`src/zsw_pkg.sv`:
```
// ----------------------------------------------------------------------------
// zsw_pkg: shared types and constants of the zlib stored-stream writer
// Job descriptor passed from the front end to the byte serializer, step
// codes of the serializer and stream format constants.
// ----------------------------------------------------------------------------
`default_nettype none

package zsw_pkg;

	// Stream format constants.
	localparam int unsigned LEN_W     = 30;
	localparam int unsigned BLOCK_W   = 16;
	localparam logic [BLOCK_W-1:0] BLOCK_MAX = 16'd65535;
	localparam logic [16:0] ADLER_MOD = 17'd65521;
	localparam logic [7:0]  ZLIB_CMF  = 8'h78;
	localparam logic [7:0]  ZLIB_FLG  = 8'h01;

	// Configuration port.
	localparam int unsigned APB_ADDR_W = 3;
	localparam int unsigned APB_DATA_W = 32;
	localparam logic [0:0]  REG_STREAM_LENGTH = 1'b0;

	// Queue between front end and serializer.
	localparam int unsigned QUEUE_DEPTH = 4;
	localparam int unsigned QPTR_W      = $clog2(QUEUE_DEPTH);
	localparam int unsigned QCNT_W      = $clog2(QUEUE_DEPTH + 1);

	// Serializer step codes, in emission order.
	localparam int unsigned STEP_W = 4;
	localparam logic [STEP_W-1:0] STEP_ZHDR0    = 4'd0;
	localparam logic [STEP_W-1:0] STEP_ZHDR1    = 4'd1;
	localparam logic [STEP_W-1:0] STEP_BFINAL   = 4'd2;
	localparam logic [STEP_W-1:0] STEP_LEN_LO   = 4'd3;
	localparam logic [STEP_W-1:0] STEP_LEN_HI   = 4'd4;
	localparam logic [STEP_W-1:0] STEP_NLEN_LO  = 4'd5;
	localparam logic [STEP_W-1:0] STEP_NLEN_HI  = 4'd6;
	localparam logic [STEP_W-1:0] STEP_DATA     = 4'd7;
	localparam logic [STEP_W-1:0] STEP_ADH_HI   = 4'd8;
	localparam logic [STEP_W-1:0] STEP_ADH_LO   = 4'd9;
	localparam logic [STEP_W-1:0] STEP_ADL_HI   = 4'd10;
	localparam logic [STEP_W-1:0] STEP_ADL_LO   = 4'd11;

	// One input item, classified: which bytes it causes and their contents.
	typedef struct packed {
		logic               zhdr;      // stream header precedes the data
		logic               bhdr;      // block header precedes the data
		logic               bfinal;    // block is the last one of the stream
		logic [BLOCK_W-1:0] blk_len;   // LEN of the block
		logic [7:0]         data;      // the raw byte
		logic               trailer;   // Adler-32 follows the data
		logic [15:0]        adler_hi;
		logic [15:0]        adler_lo;
	} job_t;

endpackage : zsw_pkg

`default_nettype wire

```
`src/zsw_front.sv`:
```
// ----------------------------------------------------------------------------
// zsw_front: input front end
// Accepts raw bytes, tracks stream and block position and the running
// Adler-32, and turns each item into a job descriptor for the serializer.
// ----------------------------------------------------------------------------
`default_nettype none

module zsw_front import zsw_pkg::*; (
	input  wire logic             clk,
	input  wire logic             arst_n,
	input  wire logic             in_valid,
	output logic                  in_stall,
	input  wire logic [7:0]       data_byte,
	input  wire logic [LEN_W-1:0] stream_length,
	input  wire logic             q_full,
	output logic                  q_push,
	output job_t                  q_job
);

	logic               started_q;
	logic [LEN_W-1:0]   bytes_left_q;
	logic [BLOCK_W-1:0] block_left_q;
	logic [15:0]        adler_lo_q;
	logic [15:0]        adler_hi_q;

	logic [LEN_W-1:0]   bytes_eff;
	logic [BLOCK_W-1:0] block_eff;
	logic [15:0]        lo_eff;
	logic [15:0]        hi_eff;
	logic               need_blk;
	logic               fits;
	logic [BLOCK_W-1:0] size;
	logic [BLOCK_W-1:0] block_next;
	logic [LEN_W-1:0]   bytes_next;
	logic [16:0]        lo_sum;
	logic [16:0]        hi_sum;
	logic [15:0]        lo_next;
	logic [15:0]        hi_next;
	logic               last_byte;

	assign in_stall = q_full;
	assign q_push   = in_valid && !q_full;

	// State as seen by this item: a new stream starts from fresh values.
	always_comb begin
		if (!started_q) begin
			bytes_eff = (stream_length == '0) ? LEN_W'(1) : stream_length;
			block_eff = '0;
			lo_eff    = 16'd1;
			hi_eff    = 16'd0;
		end else begin
			bytes_eff = bytes_left_q;
			block_eff = block_left_q;
			lo_eff    = adler_lo_q;
			hi_eff    = adler_hi_q;
		end
	end

	// Block sizing and position counters.
	always_comb begin
		need_blk   = (block_eff == '0);
		fits       = (bytes_eff <= LEN_W'(BLOCK_MAX));
		size       = fits ? bytes_eff[BLOCK_W-1:0] : BLOCK_MAX;
		block_next = (need_blk ? size : block_eff) - BLOCK_W'(1);
		bytes_next = bytes_eff - LEN_W'(1);
		last_byte  = (bytes_next == '0);
	end

	// Adler-32 update with conditional subtraction.
	always_comb begin
		lo_sum  = {1'b0, lo_eff} + {9'b0, data_byte};
		lo_next = (lo_sum >= ADLER_MOD) ? 16'(lo_sum - ADLER_MOD) : lo_sum[15:0];
		hi_sum  = {1'b0, hi_eff} + {1'b0, lo_next};
		hi_next = (hi_sum >= ADLER_MOD) ? 16'(hi_sum - ADLER_MOD) : hi_sum[15:0];
	end

	// Job descriptor for this item.
	always_comb begin
		q_job.zhdr     = !started_q;
		q_job.bhdr     = need_blk;
		q_job.bfinal   = fits;
		q_job.blk_len  = size;
		q_job.data     = data_byte;
		q_job.trailer  = last_byte;
		q_job.adler_hi = hi_next;
		q_job.adler_lo = lo_next;
	end

	// Stream state; the stream re-arms after its last byte.
	always_ff @(posedge clk or negedge arst_n) begin
		if (!arst_n) begin
			started_q    <= 1'b0;
			bytes_left_q <= '0;
			block_left_q <= '0;
			adler_lo_q   <= 16'd1;
			adler_hi_q   <= 16'd0;
		end else if (q_push) begin
			bytes_left_q <= bytes_next;
			if (last_byte) begin
				started_q    <= 1'b0;
				block_left_q <= '0;
				adler_lo_q   <= 16'd1;
				adler_hi_q   <= 16'd0;
			end else begin
				started_q    <= 1'b1;
				block_left_q <= block_next;
				adler_lo_q   <= lo_next;
				adler_hi_q   <= hi_next;
			end
		end
	end

endmodule : zsw_front

`default_nettype wire

```
`src/zsw_queue.sv`:
```
// ----------------------------------------------------------------------------
// zsw_queue: job queue
// Small flip-flop FIFO of job descriptors between the front end and the
// serializer.
// ----------------------------------------------------------------------------
`default_nettype none

module zsw_queue import zsw_pkg::*; (
	input  wire logic clk,
	input  wire logic arst_n,
	input  wire logic push,
	input  wire job_t push_job,
	output logic      full,
	input  wire logic pop,
	output logic      not_empty,
	output job_t      head_job
);

	job_t              slots_q [QUEUE_DEPTH];
	logic [QPTR_W-1:0] wr_ptr_q;
	logic [QPTR_W-1:0] rd_ptr_q;
	logic [QCNT_W-1:0] count_q;

	assign full      = (count_q == QCNT_W'(QUEUE_DEPTH));
	assign not_empty = (count_q != '0);
	assign head_job  = slots_q[rd_ptr_q];

	// Pointers and fill count.
	always_ff @(posedge clk or negedge arst_n) begin
		if (!arst_n) begin
			wr_ptr_q <= '0;
			rd_ptr_q <= '0;
			count_q  <= '0;
		end else begin
			if (push) begin
				wr_ptr_q <= wr_ptr_q + QPTR_W'(1);
			end
			if (pop) begin
				rd_ptr_q <= rd_ptr_q + QPTR_W'(1);
			end
			if (push && !pop) begin
				count_q <= count_q + QCNT_W'(1);
			end else if (pop && !push) begin
				count_q <= count_q - QCNT_W'(1);
			end
		end
	end

	// Slot storage.
	always_ff @(posedge clk) begin
		if (push) begin
			slots_q[wr_ptr_q] <= push_job;
		end
	end

endmodule : zsw_queue

`default_nettype wire

```
`src/zsw_back.sv`:
```
// ----------------------------------------------------------------------------
// zsw_back: byte serializer
// Takes job descriptors from the queue and emits their bytes one per cycle
// through an output register while out_stall does not hold it.
// ----------------------------------------------------------------------------
`default_nettype none

module zsw_back import zsw_pkg::*; (
	input  wire logic  clk,
	input  wire logic  arst_n,
	input  wire logic  q_not_empty,
	input  wire job_t  q_job,
	output logic       q_pop,
	output logic       out_valid,
	input  wire logic  out_stall,
	output logic [7:0] out_byte,
	output logic       run_last,
	output logic       stream_end
);

	job_t              job_q;
	logic              busy_q;
	logic [STEP_W-1:0] step_q;
	logic              out_valid_q;
	logic [7:0]        out_byte_q;
	logic              run_last_q;
	logic              stream_end_q;

	logic              adv;
	logic              cur_last;
	logic              load;
	logic [STEP_W-1:0] first_step;
	logic [STEP_W-1:0] next_step;
	logic [7:0]        cur_byte;

	assign out_valid  = out_valid_q;
	assign out_byte   = out_byte_q;
	assign run_last   = run_last_q;
	assign stream_end = stream_end_q;

	// Advance when the output register is free or being drained.
	always_comb begin
		adv      = busy_q && (!out_valid_q || !out_stall);
		cur_last = (step_q == STEP_ADL_LO) || ((step_q == STEP_DATA) && !job_q.trailer);
		load     = q_not_empty && (!busy_q || (adv && cur_last));
		q_pop    = load;
	end

	// Step sequencing: skip the headers and trailer that a job lacks.
	always_comb begin
		if (q_job.zhdr) begin
			first_step = STEP_ZHDR0;
		end else if (q_job.bhdr) begin
			first_step = STEP_BFINAL;
		end else begin
			first_step = STEP_DATA;
		end

		if (step_q == STEP_ZHDR1) begin
			next_step = job_q.bhdr ? STEP_BFINAL : STEP_DATA;
		end else begin
			next_step = step_q + STEP_W'(1);
		end
	end

	// Byte for the current step.
	always_comb begin
		case (step_q)
			STEP_ZHDR0:   cur_byte = ZLIB_CMF;
			STEP_ZHDR1:   cur_byte = ZLIB_FLG;
			STEP_BFINAL:  cur_byte = {7'b0, job_q.bfinal};
			STEP_LEN_LO:  cur_byte = job_q.blk_len[7:0];
			STEP_LEN_HI:  cur_byte = job_q.blk_len[15:8];
			STEP_NLEN_LO: cur_byte = ~job_q.blk_len[7:0];
			STEP_NLEN_HI: cur_byte = ~job_q.blk_len[15:8];
			STEP_DATA:    cur_byte = job_q.data;
			STEP_ADH_HI:  cur_byte = job_q.adler_hi[15:8];
			STEP_ADH_LO:  cur_byte = job_q.adler_hi[7:0];
			STEP_ADL_HI:  cur_byte = job_q.adler_lo[15:8];
			STEP_ADL_LO:  cur_byte = job_q.adler_lo[7:0];
			default:      cur_byte = 8'h00;
		endcase
	end

	// Current job and step.
	always_ff @(posedge clk or negedge arst_n) begin
		if (!arst_n) begin
			busy_q <= 1'b0;
			step_q <= STEP_ZHDR0;
		end else if (load) begin
			busy_q <= 1'b1;
			step_q <= first_step;
		end else if (adv) begin
			if (cur_last) begin
				busy_q <= 1'b0;
			end else begin
				step_q <= next_step;
			end
		end
	end

	always_ff @(posedge clk) begin
		if (load) begin
			job_q <= q_job;
		end
	end

	// Output register.
	always_ff @(posedge clk or negedge arst_n) begin
		if (!arst_n) begin
			out_valid_q <= 1'b0;
		end else if (!out_valid_q || !out_stall) begin
			out_valid_q <= adv;
		end
	end

	always_ff @(posedge clk) begin
		if (adv) begin
			out_byte_q   <= cur_byte;
			run_last_q   <= cur_last;
			stream_end_q <= (step_q == STEP_ADL_LO);
		end
	end

endmodule : zsw_back

`default_nettype wire

```
`src/zlib_stored_stream_writer.sv`:
```
// ----------------------------------------------------------------------------
// zlib_stored_stream_writer: zlib stream of stored deflate blocks
// Wraps a raw byte stream of configured length into a zlib stream: header,
// stored blocks of up to 65535 bytes each with LEN/NLEN, Adler-32 trailer.
//
//   channel  | direction | handshake          | payload
//   ---------+-----------+--------------------+-------------------------------
//   input    | in        | in_valid/in_stall  | data_byte
//   output   | out       | out_valid/out_stall| out_byte, run_last, stream_end
//   config   | in        | APB psel/penable   | stream_length at address 0
//
// One input byte is accepted per cycle while the job queue has room; it
// goes through a queue slot, the job register and the output register.
// The serializer emits one byte per cycle unless stalled, so an item with
// headers or the trailer yields up to 12 bytes; the queue absorbs the excess.
// Reset is asynchronous; no clearing pass is needed. Output stalls hold the
// output register and back up into the queue, then into in_stall.
// ----------------------------------------------------------------------------
`default_nettype none

module zlib_stored_stream_writer import zsw_pkg::*; (
	input  wire logic                  clk,
	input  wire logic                  arst_n,
	input  wire logic                  psel,
	input  wire logic                  penable,
	input  wire logic                  pwrite,
	input  wire logic [APB_ADDR_W-1:0] paddr,
	input  wire logic [APB_DATA_W-1:0] pwdata,
	output logic      [APB_DATA_W-1:0] prdata,
	output logic                       pready,
	input  wire logic                  in_valid,
	output logic                       in_stall,
	input  wire logic [7:0]            data_byte,
	output logic                       out_valid,
	input  wire logic                  out_stall,
	output logic [7:0]                 out_byte,
	output logic                       run_last,
	output logic                       stream_end
);

	logic [LEN_W-1:0] stream_length_q;
	logic             reg_sel;
	logic             q_push;
	logic             q_pop;
	logic             q_full;
	logic             q_not_empty;
	job_t             push_job;
	job_t             head_job;

	// Configuration register.
	assign pready  = 1'b1;
	assign reg_sel = (paddr[APB_ADDR_W-1] == REG_STREAM_LENGTH);
	assign prdata  = reg_sel ? APB_DATA_W'(stream_length_q) : '0;

	always_ff @(posedge clk or negedge arst_n) begin
		if (!arst_n) begin
			stream_length_q <= LEN_W'(1);
		end else if (psel && penable && pwrite && pready && reg_sel) begin
			stream_length_q <= pwdata[LEN_W-1:0];
		end
	end

	zsw_front u_front (
		.clk           (clk),
		.arst_n        (arst_n),
		.in_valid      (in_valid),
		.in_stall      (in_stall),
		.data_byte     (data_byte),
		.stream_length (stream_length_q),
		.q_full        (q_full),
		.q_push        (q_push),
		.q_job         (push_job)
	);

	zsw_queue u_queue (
		.clk       (clk),
		.arst_n    (arst_n),
		.push      (q_push),
		.push_job  (push_job),
		.full      (q_full),
		.pop       (q_pop),
		.not_empty (q_not_empty),
		.head_job  (head_job)
	);

	zsw_back u_back (
		.clk         (clk),
		.arst_n      (arst_n),
		.q_not_empty (q_not_empty),
		.q_job       (head_job),
		.q_pop       (q_pop),
		.out_valid   (out_valid),
		.out_stall   (out_stall),
		.out_byte    (out_byte),
		.run_last    (run_last),
		.stream_end  (stream_end)
	);

endmodule : zlib_stored_stream_writer

`default_nettype wire
```
`config.mk`:
```
export PLATFORM = sky130hd
export DESIGN_NAME = zlib_stored_stream_writer
export DESIGN_NICKNAME = d
export VERILOG_FILES = /design/src/zsw_pkg.sv /design/src/zsw_front.sv /design/src/zsw_queue.sv /design/src/zsw_back.sv /design/src/zlib_stored_stream_writer.sv
export SDC_FILE = /design/constraint.sdc
export NUM_CORES = 1
export LEC_CHECK = 0
export BUFFER_PORTS_ARGS = -buffer_cell sky130_fd_sc_hd__buf_2
export CAP_MARGIN = 20
export CORE_AREA = 2 2 191 193
export CTS_CLUSTER_SIZE = 24
export DETAILED_ROUTE_END_ITERATION = 10
export DIE_AREA = 0 0 193 195
export PLACE_DENSITY_LB_ADDON = 0.2
export SETUP_SLACK_MARGIN = 0.5
export SLEW_MARGIN = 20
export SYNTH_ARGS = -nofsm -noshare
export SYNTH_HDL_FRONTEND = slang
export SYNTH_HIERARCHICAL = 1
export SYNTH_SLANG_ARGS = --single-unit
```
`constraint.sdc`:
```
create_clock -name clk -period 27 [get_ports clk]
set_input_delay 1.35 -clock clk [delete_from_list [all_inputs] [get_ports clk]]
set_output_delay 1.35 -clock clk [all_outputs]
set_load 0.02 [all_outputs]
```
==> metrics.csv <==
stage,metric,value,unit
clock_tree,"Reg clk slew, reported paths",0.06,ns
clock_tree,setup repair bufs after CTS,0,
place,post-place instance area,21600,um2
sta,Rel. slew slack,35.7,%
min_path,Worst Hold Class,reg -> reg,
min_path,"Endpoint, Worst Hold",u_front/bytes_left_q[0]$_DFFE_PN0P_,
sta,RSZ-0062 raised after global routing,false,
sta,worst-margin pin slew,0.964,ns
setup_path,Crit path arrival time,9.28,ns
clock_tree,Max H-tree Level,2,
sta,post-route minimum period,8.80,ns
setup_path,reg2reg setup slack,18.20,ns
setup_path,Critical Path RT,27.48,ns
detailed_routing,residual DRC count,0,
setup_path,crit path max fanout,75,
place,Post-Place Setup Slack,18.07,ns
power,Static Leak,8.52,nW
layout,area grow syn2layout,9.75,%
place,Post-Place Cells,2024,
clock_tree,Clock Path Buffers,3,
detailed_routing,vias,13400,
layout,Layout Cells excl Fill,2109,
clock_tree,worst skew pair latency,0.55,ns
sta,final period utilization,32.6,%
setup_path,Worst setup EP type,flip-flop,
sta,final setup margin,18.20,ns
global_routing,Total GRT Usage,25.8,%
sta,Hold Slack,0.469,ns
sta,Final Hold Viols,0,
min_path,worst hold stages,2,
detailed_routing,number of routed nets with antenna violations,0,
place,DP HPWL,30900,um
global_routing,largest net degree at the start of global routing,84,
setup_path,Reg2Reg Launch Point,u_front/started_q$_DFFE_PN0P_,
floorplan,Die Footprint,37600,um2
clock_tree,CTS tree,yes,
detailed_routing,Via-to-Cell Ratio,6.36,
yosys,synthesized flop and latch total,431,
setup_path,CP Launch Type,flip-flop,
detailed_routing,drt wl/cell,22.7,um
power,pwr dens,121,nW/um2
place,count of input and output buffers,87,
flow_run,maximum capacitance violations,0,
floorplan,DIE WIDTH,193,um
layout,final design area excluding fillers,23200,um2
setup_path,crit path kind,reg -> reg,
floorplan,core area,35400,um2
detailed_routing,DR iter-0 viols,1319,
sta,clock skew,0.0127,ns
power,maximum vdd drop,86.4,uV
sta,Final Setup Violations,0,
clock_tree,Num CTS Buffers,44,
global_routing,antenna violations before repair,1,
layout,nets@finish,1703,
yosys,synthesized cell area,21100,um2
sta,setup TNS,0,ns
yosys,"Top FF cell, synth",edfxtp_1,
yosys,Synth warnings,6,
clock_tree,cts repair resizes,0,
layout,layout cells sized above 1,18.7,%
status,outcome,completed,
place,GPL Wtd Cong,0.909,
yosys,mean cell area of the mapped netlist,13.6,um2
floorplan,Die Y-Extent,195,um
min_path,hold path start,u_front/bytes_left_q[0]$_DFFE_PN0P_,
yosys,Synth cell types,99,
clock_tree,Post-CTS Hold Fix Bufs,0,
floorplan,number of core rows,69,
sta,Highest Clock Rate,114,MHz
global_routing,number of global-route vias before repair,13000,
detailed_routing,total wire length,48000,um
floorplan,IO Pins,95,
floorplan,Starting Density,59.6,%
setup_path,RR Endpoint,u_front/adler_hi_q[13]$_DFFE_PN0P_,
yosys,ys async rst share,28.3,%
clock_tree,clock sink count,431,
yosys,Post-synth EDFFs,309,
setup_path,worst reg-to-reg path cell count,23,
sta,max-slew violation count,0,
yosys,post-synthesis sequential area ratio,58.5,%
global_routing,gr ovfl total,0,
detailed_routing,DRT Pass-1 Iters,5,
yosys,Synth Instances,1550,
clock_tree,clk root buf,clkbuf_16,
global_routing,first-pass GRT wire length,74200,um
## how the worst max path moves through the flow
| stage | cells after the start | end | startpoint | slack (ns) |
|---|---|---|---|---|
| after CTS | 23 | u_front/adler_hi_q[13]$_DFFE_PN0P_ | u_front/started_q$_DFFE_PN0P_ | 18.38 |
| after floorplan | 30 | u_front/adler_hi_q[13]$_DFFE_PN0P_ | u_front/started_q$_DFFE_PN0P_ | 18.50 |
| after detailed placement | 23 | u_front/adler_hi_q[13]$_DFFE_PN0P_ | data_byte[0] | 18.07 |
| final | 23 | u_front/adler_hi_q[13]$_DFFE_PN0P_ | u_front/started_q$_DFFE_PN0P_ | 18.20 |
| after global placement | 23 | u_front/adler_hi_q[13]$_DFFE_PN0P_ | data_byte[0] | 18.11 |
| after global routing | 23 | u_front/adler_hi_q[13]$_DFFE_PN0P_ | u_front/started_q$_DFFE_PN0P_ | 17.62 |
## final cells by class
type                            count  area [um2]
Sequential cell                   431       12300
Antenna cell                        3        7.51
Tap cell                          461         577
Clock inverter                     24         256
Clock buffer                       57        1210
Multi-Input combinational cell    997        8060
Timing Repair Buffer              102         574
Inverter                           34         128
Fill cell                        2545       12200
## critical path, stage by stage (launching register included)
cell and delay, ns:
dfrtp_4 0.95, nand2b_1 0.15, ha_1 0.26, fa_1 0.43, a21o_1 0.19, a221oi_1 0.52
a21oi_1 0.27, xor2_1 0.27, nor4_1 0.29, nand4b_1 0.24, nand2_1 0.32, nand2_1 0.11
xnor2_1 0.64, ha_1 0.40, a21o_1 0.19, a221oi_1 0.52, o311a_1 0.36, a21oi_1 0.10
a211o_1 0.30, xnor2_1 0.19, o41a_1 0.68, or4b_2 0.76, xor2_1 0.37, a22o_1 0.21
## routing by layer
layer,vias up,GRT usage [%],share of wire [%]
li1,6081,-,-
met4,0,5.81,1.5
met2,519,40.2,48
met5,-,0,0
met1,6758,38.0,43
met3,48,5.14,8.0
## synth_stat cells, drive strengths merged (6+ instances only)
cell type,count,area [um2]
a2111oi,7,73.8
a211o,6,52.6
a211oi,23,178
a21o,13,97.6
a21oi,58,302
a222oi,6,60.1
a22o,44,385
a22oi,9,67.6
and2,33,209
and3,15,93.8
buf,58,483
clkbuf,31,116
dfrtp,120,3000
edfxtp,309,9280
ha,40,500
inv,33,124
mux2,34,495
mux2i,30,300
mux4,60,1360
nand2,102,383
nand2b,16,100
nand3,32,160
nand4,9,56.3
nor2,60,233
nor2b,41,257
nor3,36,185
nor3b,8,65.1
nor4,19,134
nor4b,7,61.3
o211ai,8,65.1
o21a,9,67.6
o21ai,62,310
o22ai,17,106
o31ai,11,82.6
or2,6,40.0
or3,14,87.6
or4,8,63.8
xnor2,44,385
xor2,40,350
## report_power, final
group / total (W) / switching [W] / leakage (nW) / internal, W
Sequential: 0.00112 / 0.000141 / 4.12 / 0.000975
Clock: 0.000610 / 0.000253 / 0.720 / 0.000358
Combinational: 0.00108 / 0.000653 / 3.67 / 0.000428
## state kept, by name (all words and copies together), names as in the netlist
| name | flops |
|---|---|
| stream_length_q | 30 |
| u_back/busy_q | 1 |
| u_back/job_q | 59 |
| u_back/out_byte | 8 |
| u_back/out_valid | 1 |
| u_back/run_last | 1 |
| u_back/step_q | 4 |
| u_back/stream_end | 1 |
| u_front/adler_hi_q | 16 |
| u_front/adler_lo_q | 16 |
| u_front/block_left_q | 16 |
| u_front/bytes_left_q | 30 |
| u_front/started_q | 1 |
| u_queue/count_q | 3 |
| u_queue/rd_ptr_q | 2 |
| u_queue/slots_q | 240 |
| u_queue/wr_ptr_q | 2 |
## cells in the final DEF, fill, tap and decap left out, types with 35 or more instances in the layout
cell and count:
nor2b_1 41, ha_1 40, nand2_1 102, xor2_1 40
clkbuf_16 44, a22o_1 44, xnor2_1 44, o21ai_0 56
dfrtp_1 117, a21oi_1 57, buf_2 86, nor2_1 59
edfxtp_1 309, mux4_2 58, nor3_1 35
## cell families after synthesis
| family | synth area share (%) |
|---|---|
| fa+ha+maj | 2.66 |
| xor+xnor | 3.49 |
| simple gates | 10.9 |
| compound gates | 10.8 |
| flops | 58.5 |
| buf+inv | 3.45 |
| mux | 10.2 |
| other cells | 0.0356 |
## metrics by stage
stage / total power [W] / util, %
floorplan: 0.00190 / -
global placement: 0.00214 / 61.2
detailed placement: 0.00218 / 61.2
CTS: 0.00280 / 65.3
global route: 0.00296 / 65.4
finish: 0.00281 / 65.4
(Power assumes the default switching activity.)
